File: config.mk
export PLATFORM = sky130hd
export DESIGN_NAME = rc_channel_calibrate_filter_top
export DESIGN_NICKNAME = d
export VERILOG_FILES = /design/src/rtl/rccf_pkg.sv /design/src/rtl/rccf_ram.sv /design/src/rtl/rc_channel_calibrate_filter_top.sv
export SDC_FILE = /design/constraint.sdc
export NUM_CORES = 2
export LEC_CHECK = 0
export BUFFER_PORTS_ARGS = -buffer_cell sky130_fd_sc_hd__buf_4
export CORE_MARGIN = 2
export CORE_UTILIZATION = 40
export CTS_CLUSTER_DIAMETER = 120
export CTS_CLUSTER_SIZE = 10
export DETAILED_ROUTE_END_ITERATION = 7
export PLACE_DENSITY = 0.54
export SLEW_MARGIN = 30
export SYNTH_ARGS = -nofsm -noshare
export SYNTH_HDL_FRONTEND = slang
export SYNTH_HIERARCHICAL = 1
export SYNTH_SLANG_ARGS = --single-unit
export TNS_END_PERCENT = 20
File: constraint.sdc
create_clock -name clk -period 13.8 [get_ports clk]
set_clock_uncertainty 0.2 [all_clocks]
set_input_delay 1.38 -clock clk [delete_from_list [all_inputs] [get_ports clk]]
set_output_delay 1.38 -clock clk [all_outputs]
set_load 0.1 [all_outputs]
File: src/rtl/rccf_pkg.sv
// shared types and constants of the rc channel conditioning block
package rccf_pkg;

  localparam int CHANNELS_DEF    = 16;
  localparam int CAL_SAMPLES_DEF = 50;

  localparam int PULSE_W    = 12;
  localparam int AVG_W      = 28;
  localparam int FRAC_W     = 16;
  localparam int ENTRY_W    = PULSE_W + AVG_W;
  localparam int SUM_W      = 18;
  localparam int CNT_W      = 6;
  localparam int CFG_IDX_W  = 3;
  localparam int CFG_DATA_W = 16;
  localparam int OFIFO_DEPTH = 4;

  localparam logic [PULSE_W-1:0] MID_PULSE    = 12'd1500;
  localparam logic [PULSE_W-1:0] SAFE_LOW     = 12'd1400;
  localparam logic [PULSE_W-1:0] SAFE_HIGH    = 12'd1600;
  localparam logic [PULSE_W:0]   JITTER_LIMIT = 13'sd30;
  localparam logic [PULSE_W-1:0] LOW_INIT     = 12'd2000;
  localparam logic [PULSE_W-1:0] HIGH_INIT    = 12'd1000;
  localparam logic [15:0]        ONE_Q15      = 16'h8000;

  localparam logic [3:0]  STEER_CH_RST    = 4'd0;
  localparam logic [3:0]  THROTTLE_CH_RST = 4'd1;
  localparam logic [3:0]  DIR_SW_CH_RST   = 4'd4;
  localparam logic [3:0]  RET_SW_CH_RST   = 4'd5;
  localparam logic [15:0] WEIGHT_RST      = 16'd9830;
  localparam logic [7:0]  DEADBAND_RST    = 8'd12;

  typedef enum logic [1:0] {
    PH_WAITING     = 2'd0,
    PH_CALIBRATING = 2'd1,
    PH_READY       = 2'd2,
    PH_ERROR       = 2'd3
  } phase_t;

  typedef enum logic [CFG_IDX_W-1:0] {
    CFG_STEER    = 3'd0,
    CFG_THROTTLE = 3'd1,
    CFG_DIR_SW   = 3'd2,
    CFG_RET_SW   = 3'd3,
    CFG_WEIGHT   = 3'd4,
    CFG_DEADBAND = 3'd5
  } cfg_idx_t;

  typedef enum logic {
    OP_PROCESS = 1'b0,
    OP_TICK    = 1'b1
  } op_t;

  typedef enum logic [1:0] {
    S2_NONE = 2'd0,
    S2_EMA  = 2'd1,
    S2_PASS = 2'd2,
    S2_CAL  = 2'd3
  } s2_mode_t;

endpackage

File: src/rtl/rccf_ram.sv
// generic single write port ram with registered read
module rccf_ram #(
  parameter int WIDTH = 8,
  parameter int DEPTH = 16
) (
  input  logic                     clk,
  input  logic                     we,
  input  logic [$clog2(DEPTH)-1:0] waddr,
  input  logic [WIDTH-1:0]         wdata,
  input  logic [$clog2(DEPTH)-1:0] raddr,
  output logic [WIDTH-1:0]         rdata
);

  logic [WIDTH-1:0] mem [DEPTH];

  always_ff @(posedge clk) begin
    if (we) begin
      mem[waddr] <= wdata;
    end
    rdata <= mem[raddr];
  end

endmodule

File: src/rtl/rc_channel_calibrate_filter_top.sv
// rc channel conditioning: per-channel deadband and smoothing, stick calibration
//
// Input beats carry either a process request (one channel and its raw pulse) or a
// calibration tick (link flag plus steering and throttle pulses). Every input beat
// gives exactly one output beat, in order: the processed value (zero for ticks)
// and the system status as it stands after that beat. Configuration is a plain
// write port, to be used only while the block is idle; the block itself does not
// enforce this. A beat passes through stage 1, stage 2 and the output queue.
// Throughput: one beat per cycle unless the input is held off. Channel centers and
// filter states live in one ram with a single write port; a process beat for the
// same channel as the beat directly ahead of it waits (the smoothing update of that
// channel must finish first), and the tick that ends calibration holds the input
// while the new centers are decided and written, steering center then throttle.
// Reset: control state clears at once; every ram entry reads as center 1500 and
// filter 1500.0 through per-entry valid bits, so there is no clearing pass.
// Stall: results wait in a 4-entry output queue; the input is held off while four
// beats are in flight, and nothing is lost or repeated.
module rc_channel_calibrate_filter_top import rccf_pkg::*; #(
  parameter int CHANNELS    = CHANNELS_DEF,
  parameter int CAL_SAMPLES = CAL_SAMPLES_DEF
) (
  input  logic                  clk,
  input  logic                  rst_n,
  input  logic                  in_valid,
  output logic                  in_ready,
  input  logic                  in_operation,
  input  logic                  in_link_up,
  input  logic [7:0]            in_channel,
  input  logic [PULSE_W-1:0]    in_channel_pulse,
  input  logic [PULSE_W-1:0]    in_steer_pulse,
  input  logic [PULSE_W-1:0]    in_throttle_pulse,
  output logic                  out_valid,
  input  logic                  out_ready,
  output logic [PULSE_W-1:0]    out_value,
  output logic [1:0]            out_system_status,
  input  logic                  cfg_we,
  input  logic [CFG_IDX_W-1:0]  cfg_index,
  input  logic [CFG_DATA_W-1:0] cfg_wdata
);

  localparam int IDX_W = $clog2(CHANNELS);
  localparam logic [7:0] CH_LIMIT = 8'(CHANNELS);
  localparam logic [CNT_W-1:0] CAL_CNT = CNT_W'(CAL_SAMPLES);
  // floor(sum / CAL_SAMPLES) as a multiply by a rounded-up reciprocal
  localparam int DIV_SHIFT = 24;
  localparam int DIV_MUL_W = DIV_SHIFT + 1;
  localparam logic [DIV_MUL_W-1:0] DIV_MUL =
    DIV_MUL_W'(((1 << DIV_SHIFT) + CAL_SAMPLES - 1) / CAL_SAMPLES);
  localparam int QUO_W = SUM_W + DIV_MUL_W;
  localparam logic [AVG_W-1:0] AVG_RST = {MID_PULSE, {FRAC_W{1'b0}}};
  localparam int FPTR_W = $clog2(OFIFO_DEPTH);
  localparam int FCNT_W = FPTR_W + 1;

  // configuration registers
  logic [3:0]  steer_ch_r, thr_ch_r, dir_ch_r, ret_ch_r;
  logic [15:0] weight_r;
  logic [7:0]  deadband_r;

  // calibration state
  phase_t             phase_r, phase_nxt;
  logic [CNT_W-1:0]   cnt_r;
  logic [SUM_W-1:0]   ssum_r, tsum_r;
  logic [PULSE_W-1:0] slow_r, shigh_r, tlow_r, thigh_r;

  // stage 1
  logic               s1_vld_r;
  op_t                s1_op_r;
  logic               s1_link_r;
  logic [7:0]         s1_ch_r;
  logic [PULSE_W-1:0] s1_pulse_r, s1_sp_r, s1_tp_r;

  // stage 2
  logic               s2_vld_r;
  s2_mode_t           s2_mode_r, s2_mode_nxt;
  logic [IDX_W-1:0]   s2_idx_r;
  logic [PULSE_W-1:0] s2_center_r;
  logic [27:0]        s2_p1_r;
  logic [43:0]        s2_p2_r;
  logic [PULSE_W-1:0] s2_value_r, s2_value_nxt;
  phase_t             s2_status_r;
  logic [ENTRY_W-1:0] s2_wdata_r;

  // ram and forwarding
  logic               wr_en;
  logic [IDX_W-1:0]   wr_addr;
  logic [ENTRY_W-1:0] wr_data;
  logic [ENTRY_W-1:0] ram_rdata;
  logic [CHANNELS-1:0] vld_r;
  logic               rd_vld_r;
  logic               lw_vld_r;
  logic [IDX_W-1:0]   lw_addr_r;
  logic [ENTRY_W-1:0] lw_data_r;
  logic               pend_vld_r;
  logic [IDX_W-1:0]   pend_addr_r;
  logic [ENTRY_W-1:0] pend_data_r;

  // output queue
  logic [PULSE_W-1:0] fifo_val_r [OFIFO_DEPTH];
  phase_t             fifo_st_r  [OFIFO_DEPTH];
  logic [FPTR_W-1:0]  fifo_wp_r, fifo_rp_r;
  logic [FCNT_W-1:0]  fifo_cnt_r;

  logic               in_fire, out_fire;
  logic [FCNT_W:0]    inflight;
  logic               same_ch;

  // ---------------------------------------------------------------- config
  always_ff @(posedge clk) begin
    if (!rst_n) begin
      steer_ch_r <= STEER_CH_RST;
      thr_ch_r   <= THROTTLE_CH_RST;
      dir_ch_r   <= DIR_SW_CH_RST;
      ret_ch_r   <= RET_SW_CH_RST;
      weight_r   <= WEIGHT_RST;
      deadband_r <= DEADBAND_RST;
    end else if (cfg_we) begin
      case (cfg_index)
        CFG_STEER:    steer_ch_r <= cfg_wdata[3:0];
        CFG_THROTTLE: thr_ch_r   <= cfg_wdata[3:0];
        CFG_DIR_SW:   dir_ch_r   <= cfg_wdata[3:0];
        CFG_RET_SW:   ret_ch_r   <= cfg_wdata[3:0];
        CFG_WEIGHT:   weight_r   <= cfg_wdata;
        CFG_DEADBAND: deadband_r <= cfg_wdata[7:0];
        default: ;
      endcase
    end
  end

  // ---------------------------------------------------------------- stage 1 decode
  logic [IDX_W-1:0]   s1_idx;
  logic [ENTRY_W-1:0] ent;
  logic [PULSE_W-1:0] center;
  logic [AVG_W-1:0]   avg;
  logic               ch_ok, blocked, is_sw;
  logic signed [PULSE_W:0] dev;
  logic [PULSE_W:0]   dev_mag;
  logic [PULSE_W-1:0] ema_x;
  logic [15:0]        w_eff, w_rest;

  assign s1_idx = s1_ch_r[IDX_W-1:0];

  always_comb begin
    ent = rd_vld_r ? ram_rdata : {MID_PULSE, AVG_RST};
    if (lw_vld_r && lw_addr_r == s1_idx) begin
      ent = lw_data_r;
    end
    if (pend_vld_r && pend_addr_r == s1_idx) begin
      ent = pend_data_r;
    end
  end

  assign center  = ent[ENTRY_W-1:AVG_W];
  assign avg     = ent[AVG_W-1:0];
  assign ch_ok   = s1_ch_r < CH_LIMIT;
  assign blocked = (phase_r != PH_READY) &&
                   (s1_ch_r == {4'b0, steer_ch_r} || s1_ch_r == {4'b0, thr_ch_r});
  assign is_sw   = s1_ch_r == {4'b0, dir_ch_r} || s1_ch_r == {4'b0, ret_ch_r};

  assign dev     = $signed({1'b0, s1_pulse_r}) - $signed({1'b0, center});
  assign dev_mag = dev[PULSE_W] ? PULSE_W'(1'b0) - dev : dev;
  assign ema_x   = (dev_mag <= {5'b0, deadband_r}) ? center : s1_pulse_r;
  assign w_eff   = (weight_r > ONE_Q15) ? ONE_Q15 : weight_r;
  assign w_rest  = ONE_Q15 - w_eff;

  // ---------------------------------------------------------------- calibration gather
  logic               tick, gather, fresh, s1_final;
  logic [SUM_W-1:0]   ssum_base, tsum_base, ssum_nxt, tsum_nxt;
  logic [PULSE_W-1:0] slow_base, shigh_base, tlow_base, thigh_base;
  logic [CNT_W-1:0]   cnt_base, cnt_inc;

  assign tick   = s1_vld_r && s1_op_r == OP_TICK;
  assign gather = tick && s1_link_r &&
                  (phase_r == PH_WAITING || phase_r == PH_CALIBRATING);
  assign fresh  = phase_r == PH_WAITING;

  assign ssum_base  = fresh ? '0 : ssum_r;
  assign tsum_base  = fresh ? '0 : tsum_r;
  assign slow_base  = fresh ? LOW_INIT : slow_r;
  assign tlow_base  = fresh ? LOW_INIT : tlow_r;
  assign shigh_base = fresh ? HIGH_INIT : shigh_r;
  assign thigh_base = fresh ? HIGH_INIT : thigh_r;
  assign cnt_base   = fresh ? '0 : cnt_r;

  assign ssum_nxt = ssum_base + SUM_W'(s1_sp_r);
  assign tsum_nxt = tsum_base + SUM_W'(s1_tp_r);
  assign cnt_inc  = cnt_base + CNT_W'(1);
  assign s1_final = gather && (cnt_inc >= CAL_CNT);

  always_ff @(posedge clk) begin
    if (!rst_n) begin
      cnt_r   <= '0;
      ssum_r  <= '0;
      tsum_r  <= '0;
      slow_r  <= LOW_INIT;
      tlow_r  <= LOW_INIT;
      shigh_r <= HIGH_INIT;
      thigh_r <= HIGH_INIT;
    end else if (tick && !s1_link_r) begin
      cnt_r <= '0;
    end else if (gather) begin
      cnt_r   <= cnt_inc;
      ssum_r  <= ssum_nxt;
      tsum_r  <= tsum_nxt;
      slow_r  <= (s1_sp_r < slow_base)  ? s1_sp_r : slow_base;
      shigh_r <= (s1_sp_r > shigh_base) ? s1_sp_r : shigh_base;
      tlow_r  <= (s1_tp_r < tlow_base)  ? s1_tp_r : tlow_base;
      thigh_r <= (s1_tp_r > thigh_base) ? s1_tp_r : thigh_base;
    end
  end

  // ---------------------------------------------------------------- calibration decision
  logic [QUO_W-1:0]   s_quo, t_quo;
  logic [PULSE_W-1:0] s_avg, t_avg;
  logic signed [PULSE_W:0] s_jit, t_jit;
  logic               cal_pass, steer_ok, thr_ok;
  logic [IDX_W-1:0]   steer_idx, thr_idx;

  assign s_quo    = QUO_W'(ssum_r) * QUO_W'(DIV_MUL);
  assign t_quo    = QUO_W'(tsum_r) * QUO_W'(DIV_MUL);
  assign s_avg    = s_quo[DIV_SHIFT +: PULSE_W];
  assign t_avg    = t_quo[DIV_SHIFT +: PULSE_W];
  assign s_jit    = $signed({1'b0, shigh_r}) - $signed({1'b0, slow_r});
  assign t_jit    = $signed({1'b0, thigh_r}) - $signed({1'b0, tlow_r});
  assign cal_pass = (s_jit < $signed(JITTER_LIMIT)) && (t_jit < $signed(JITTER_LIMIT)) &&
                    (s_avg > SAFE_LOW) && (s_avg < SAFE_HIGH) &&
                    (t_avg > SAFE_LOW) && (t_avg < SAFE_HIGH);
  assign steer_ok  = {4'b0, steer_ch_r} < CH_LIMIT;
  assign thr_ok    = {4'b0, thr_ch_r} < CH_LIMIT;
  assign steer_idx = IDX_W'({4'b0, steer_ch_r});
  assign thr_idx   = IDX_W'({4'b0, thr_ch_r});

  // ---------------------------------------------------------------- phase machine
  always_comb begin
    phase_nxt = phase_r;
    if (tick) begin
      if (!s1_link_r) begin
        phase_nxt = PH_WAITING;
      end else if (gather) begin
        phase_nxt = PH_CALIBRATING;
      end
    end
    if (s2_vld_r && s2_mode_r == S2_CAL) begin
      phase_nxt = cal_pass ? PH_READY : PH_ERROR;
    end
  end

  always_ff @(posedge clk) begin
    if (!rst_n) begin
      phase_r <= PH_WAITING;
    end else begin
      phase_r <= phase_nxt;
    end
  end

  // stage 1 result kind and value
  always_comb begin
    s2_mode_nxt  = S2_NONE;
    s2_value_nxt = '0;
    if (s1_op_r == OP_TICK) begin
      if (s1_final) begin
        s2_mode_nxt = S2_CAL;
      end
    end else if (!ch_ok || blocked) begin
      s2_value_nxt = MID_PULSE;
    end else if (is_sw) begin
      s2_mode_nxt  = S2_PASS;
      s2_value_nxt = s1_pulse_r;
    end else begin
      s2_mode_nxt = S2_EMA;
    end
  end

  // ---------------------------------------------------------------- pipeline registers
  assign inflight = (FCNT_W + 1)'(s1_vld_r) + (FCNT_W + 1)'(s2_vld_r) +
                    (FCNT_W + 1)'(fifo_cnt_r);
  // back-to-back beats on one channel: let the earlier smoothing update land first
  assign same_ch  = s1_vld_r && s1_op_r == OP_PROCESS &&
                    op_t'(in_operation) == OP_PROCESS && in_channel == s1_ch_r;
  assign in_ready = (inflight < (FCNT_W + 1)'(OFIFO_DEPTH)) && !s1_final && !same_ch;
  assign in_fire  = in_valid && in_ready;

  always_ff @(posedge clk) begin
    if (!rst_n) begin
      s1_vld_r <= 1'b0;
      s2_vld_r <= 1'b0;
    end else begin
      s1_vld_r <= in_fire;
      s2_vld_r <= s1_vld_r;
    end
  end

  always_ff @(posedge clk) begin
    if (in_fire) begin
      s1_op_r    <= op_t'(in_operation);
      s1_link_r  <= in_link_up;
      s1_ch_r    <= in_channel;
      s1_pulse_r <= in_channel_pulse;
      s1_sp_r    <= in_steer_pulse;
      s1_tp_r    <= in_throttle_pulse;
    end
    if (s1_vld_r) begin
      s2_mode_r   <= s2_mode_nxt;
      s2_idx_r    <= s1_idx;
      s2_center_r <= center;
      s2_p1_r     <= 28'(w_eff) * 28'(ema_x);
      s2_p2_r     <= 44'(w_rest) * 44'(avg);
      s2_value_r  <= s2_value_nxt;
      s2_status_r <= phase_nxt;
      s2_wdata_r  <= {center, s1_pulse_r, {FRAC_W{1'b0}}};
    end
  end

  // ---------------------------------------------------------------- stage 2 and write port
  logic [44:0]        ema_acc;
  logic [AVG_W-1:0]   ema_avg;
  logic [PULSE_W-1:0] s2_value;
  phase_t             s2_status;

  assign ema_acc = {1'b0, s2_p1_r, {FRAC_W{1'b0}}} + {1'b0, s2_p2_r};
  assign ema_avg = ema_acc[15 +: AVG_W];

  always_comb begin
    s2_value  = s2_value_r;
    s2_status = s2_status_r;
    case (s2_mode_r)
      S2_EMA: s2_value = ema_avg[AVG_W-1:FRAC_W];
      S2_CAL: begin
        s2_value  = '0;
        s2_status = cal_pass ? PH_READY : PH_ERROR;
      end
      default: ;
    endcase
  end

  always_comb begin
    wr_en   = 1'b0;
    wr_addr = s2_idx_r;
    wr_data = s2_wdata_r;
    if (s2_vld_r) begin
      case (s2_mode_r)
        S2_EMA: begin
          wr_en   = 1'b1;
          wr_data = {s2_center_r, ema_avg};
        end
        S2_PASS: wr_en = 1'b1;
        S2_CAL: begin
          wr_en   = cal_pass && steer_ok;
          wr_addr = steer_idx;
          wr_data = {s_avg, s_avg, {FRAC_W{1'b0}}};
        end
        default: ;
      endcase
    end
    // throttle center from the previous cycle's calibration decision
    if (!wr_en && pend_vld_r) begin
      wr_en   = 1'b1;
      wr_addr = pend_addr_r;
      wr_data = pend_data_r;
    end
  end

  always_ff @(posedge clk) begin
    if (!rst_n) begin
      pend_vld_r <= 1'b0;
      lw_vld_r   <= 1'b0;
      vld_r      <= '0;
    end else begin
      pend_vld_r <= s2_vld_r && s2_mode_r == S2_CAL && cal_pass && thr_ok;
      lw_vld_r   <= wr_en;
      if (wr_en) begin
        vld_r[wr_addr] <= 1'b1;
      end
    end
  end

  always_ff @(posedge clk) begin
    pend_addr_r <= thr_idx;
    pend_data_r <= {t_avg, t_avg, {FRAC_W{1'b0}}};
    lw_addr_r   <= wr_addr;
    lw_data_r   <= wr_data;
    rd_vld_r    <= vld_r[in_channel[IDX_W-1:0]];
  end

  rccf_ram #(
    .WIDTH (ENTRY_W),
    .DEPTH (CHANNELS)
  ) u_ram (
    .clk   (clk),
    .we    (wr_en),
    .waddr (wr_addr),
    .wdata (wr_data),
    .raddr (in_channel[IDX_W-1:0]),
    .rdata (ram_rdata)
  );

  // ---------------------------------------------------------------- output queue
  assign out_valid         = fifo_cnt_r != '0;
  assign out_fire          = out_valid && out_ready;
  assign out_value         = fifo_val_r[fifo_rp_r];
  assign out_system_status = fifo_st_r[fifo_rp_r];

  always_ff @(posedge clk) begin
    if (!rst_n) begin
      fifo_wp_r  <= '0;
      fifo_rp_r  <= '0;
      fifo_cnt_r <= '0;
    end else begin
      if (s2_vld_r) begin
        fifo_wp_r <= fifo_wp_r + FPTR_W'(1);
      end
      if (out_fire) begin
        fifo_rp_r <= fifo_rp_r + FPTR_W'(1);
      end
      fifo_cnt_r <= fifo_cnt_r + FCNT_W'(s2_vld_r) - FCNT_W'(out_fire);
    end
  end

  always_ff @(posedge clk) begin
    if (s2_vld_r) begin
      fifo_val_r[fifo_wp_r] <= s2_value;
      fifo_st_r[fifo_wp_r]  <= s2_status;
    end
  end

endmodule

==> metrics.txt <==
setup_tns=0 ns; Synth top cells by count=1059 x inv_1, 841 x edfxtp_1, 767 x nand2_1; num rows=161; Worst-Skew Late Latency=0.80 ns; pin count of the biggest net entering global routing=80; Synth area leaders=edfxtp_1 33%, fa_1 19%, ha_1 10%, dfxtp_1 6.8%, inv_1 5.1%; fin crit period=13.04 ns; Post-synth EDFFs=841; PwrDens=140 mW/mm^2; Most used DFF post-synth=edfxtp_1; WL/cell=22.5 um; CTS sink cnt=1103; htree depth=3; total number of yosys warnings=6; Gate power share=between 40% and 50%; core area=~0.19 sq mm; Int Pwr=between 0.007 and 0.008 W; worst-margin pin slew=1.01 ns; Leak Pwr=36.1 nW; DRC violations left=0; Post-DRT Antenna Nets=0; Tot GR Track Use=a little over a fifth; DR vias=between 50000 and 60000; Final WS setup=0.759 ns; crit path max-delay cell type=fa_1; Max Cap Viol=0; dpl ws=0.350 ns; 1st-pass router iterations=8; critical path's top delay family=compound AO/OA/AOI/OAI gates; clk buf depth=3; Post-CTS Hold Fix Bufs=0; Sw Ratio=a little under two fifths; TritonCTS clock tree=yes; Worst Path Arrival=between 10 and 15 ns; WS Path Type=reg -> reg; routability cong.=about 0.9; Inserted Clock Buffers=121; Die Span Y=about 440 um; grt ovf=0; top-count cell post-synth=inv_1; Post-DP HPWL=~150000 um; Critical Path RT=14.12 ns; DRT iter0 DRCs=~3600; post-synth top area cell=edfxtp_1; slowest stage delay, CP=roughly 0.55 ns; worst-path fanout max=16; CTS root buf=clkbuf_16; vias in the first global route=about 52000; Post-Syn Instances=6642; outcome=complete, no violations; final setup violating endpoints=0; first-pass GRT wire length=between 300000 and 400000 um; CP startpoint kind=flip-flop; NetSw=0.00447 W; nets=slightly above 8000; Post-Syn Nets=8073; crit path buf inv count=4; final slew viol count=0; initial antenna violation count=10; crit end category=flip-flop; Max VDD drop=136 uV; final hold vios=0; Worst-path clk slew=0.06 ns; max_slew headroom=31.8%; flops & latches, synth=1103; Port Buf Inserts=85; Peak Freq=0.0767 GHz; Die ar.=0.198 sq mm; Hold/Removal Path Class=reg -> reg; period utilisation layout=a little over nine tenths; post-synthesis sequential area ratio=39.3%; Die X=445 um; Synth top area share=32.5%; clock share of power=25.3%; synthesized area=between 0.07 and 0.08 sq mm; Async SR Flop Fraction=0%; sequential share of power=34.3%; Vias/cell=about 5.3; post-synthesis cell type count=95; layout cells sized above 1=8.72%; I/O Pins=86; total wire length=212000 um; Avg Cell Area, Syn=~12 sq um; most used cell, CP=o21a_1; Layout Area Growth over Synthesis=10.1%; RSZ-0062 raised after global routing=false; initial core utilization=40.3%
cells in the final DEF (no fill, tap or decap), types with 17 or more instances in the layout:
cell type / n
nor2_2: 21
nor3_1: 54
o21a_1: 56
buf_4: 222
a22oi_1: 105
inv_1: 1058
a21oi_1: 173
o21bai_1: 19
nor2b_1: 72
fa_1: 740
nand2b_1: 45
xnor2_1: 130
nor4_1: 20
mux2i_1: 32
o21ai_0: 104
ha_1: 621
nand3_1: 83
xor2_1: 62
nand3b_1: 23
nor3b_1: 17
and3_1: 35
or3_1: 21
o22ai_1: 21
a21o_1: 60
nand4_1: 31
clkbuf_1: 92
edfxtp_1: 841
o211ai_1: 19
nand2_1: 765
mux4_1: 60
a31oi_1: 33
dfxtp_1: 259
a22o_1: 24
a211oi_1: 19
and2_1: 112
nor2_1: 334
mux4_2: 119
clkbuf_16: 122
flip-flops by register name (all words and copies together), names as in the netlist, 16 cells and up, named ones only:
signal / flops
lw_data_r: 40
u_ram/mem: 640
fifo_val_r: 48
s2_p2_r: 28
s2_p1_r: 27
vld_r: 16
u_ram/rdata: 40
ssum_r: 18
weight_r: 16
tsum_r: 18
cell families (layout without fill, tap and decap cells):
logic type	after synthesis	after routing	share of synthesized area [%]
other cells	0	7	0
simple gates	1692	1693	9.88
fa+ha+maj	1361	1361	29.1
compound gates	774	775	6.82
buf+inv	1292	1514	6.61
mux	213	213	5.93
flops	1103	1103	39.3
xor+xnor	207	207	2.38
final timing paths:
path | from | slack (ns) | cells after the start | to
worst max register to register | s1_ch_r[3] | 0.76 | 51 | s2_p1_r[26]
worst max-delay path | s1_ch_r[3] | 0.76 | 51 | s2_p1_r[26]
worst min register to register | thr_ch_r[2] | 0.20 | 0 | pend_addr_r[2]
worst min-delay path | thr_ch_r[2] | 0.20 | 0 | pend_addr_r[2]
cell type report:
cell class	instances	area [sq um]
Antenna cell	7	17.5
Clock buffer	216	3430
Clock inverter	9	223
Fill cell	17700	107000
Inverter	1060	3980
Multi-Input combinational cell	4249	42400
Sequential cell	1103	30500
Tap cell	2526	3160
Timing Repair Buffer	229	1790
power groups by stage:
stage	Sequential [W]	Combinational [W]	Clock (W)
3_3_place_gp	0.00419	0.00479	0
5_1_grt	0.00413	0.00550	0.00324
3_5_place_dp	0.00419	0.00480	0
2_1_floorplan	0.00410	0.00353	0
6_report	0.00412	0.00485	0.00304
4_1_cts	0.00412	0.00488	0.00311
layer usage:
| metal | global-route usage (%) | wire (um) | vias to the layer above |
|---|---|---|---|
| li1 | - | - | 22800 |
| met1 | 30.5 | 95600 | 25800 |
| met2 | 35.3 | 98500 | 1387 |
| met3 | 2.90 | 11600 | 295 |
| met4 | 6.08 | 6130 | 0 |
| met5 | 0 | 0 | - |
what timing repair did:
action                     in CTS  in global routing
setup endpoints to repair       0                  4
resized for setup               0                  6
setup buffers                   0                  9
metrics by stage:
| stage | hold slack, ns | std cells | total power, W | area (sq um) | util, % |
|---|---|---|---|---|---|
| floorplan | 0.162 | 6642 | 0.00763 | 77600 | - |
| global placement | 0.205 | 9154 | 0.00898 | 81600 | 42.3 |
| detailed placement | 0.201 | 9156 | 0.00899 | 81700 | 42.4 |
| CTS | 0.191 | 9381 | 0.0121 | 85300 | 44.3 |
| global route | 0.209 | 9394 | 0.0129 | 85500 | 44.3 |
| finish | 0.197 | 9399 | 0.0120 | 85500 | 44.4 |
Note: power is estimated with default switching activity, not from simulation.
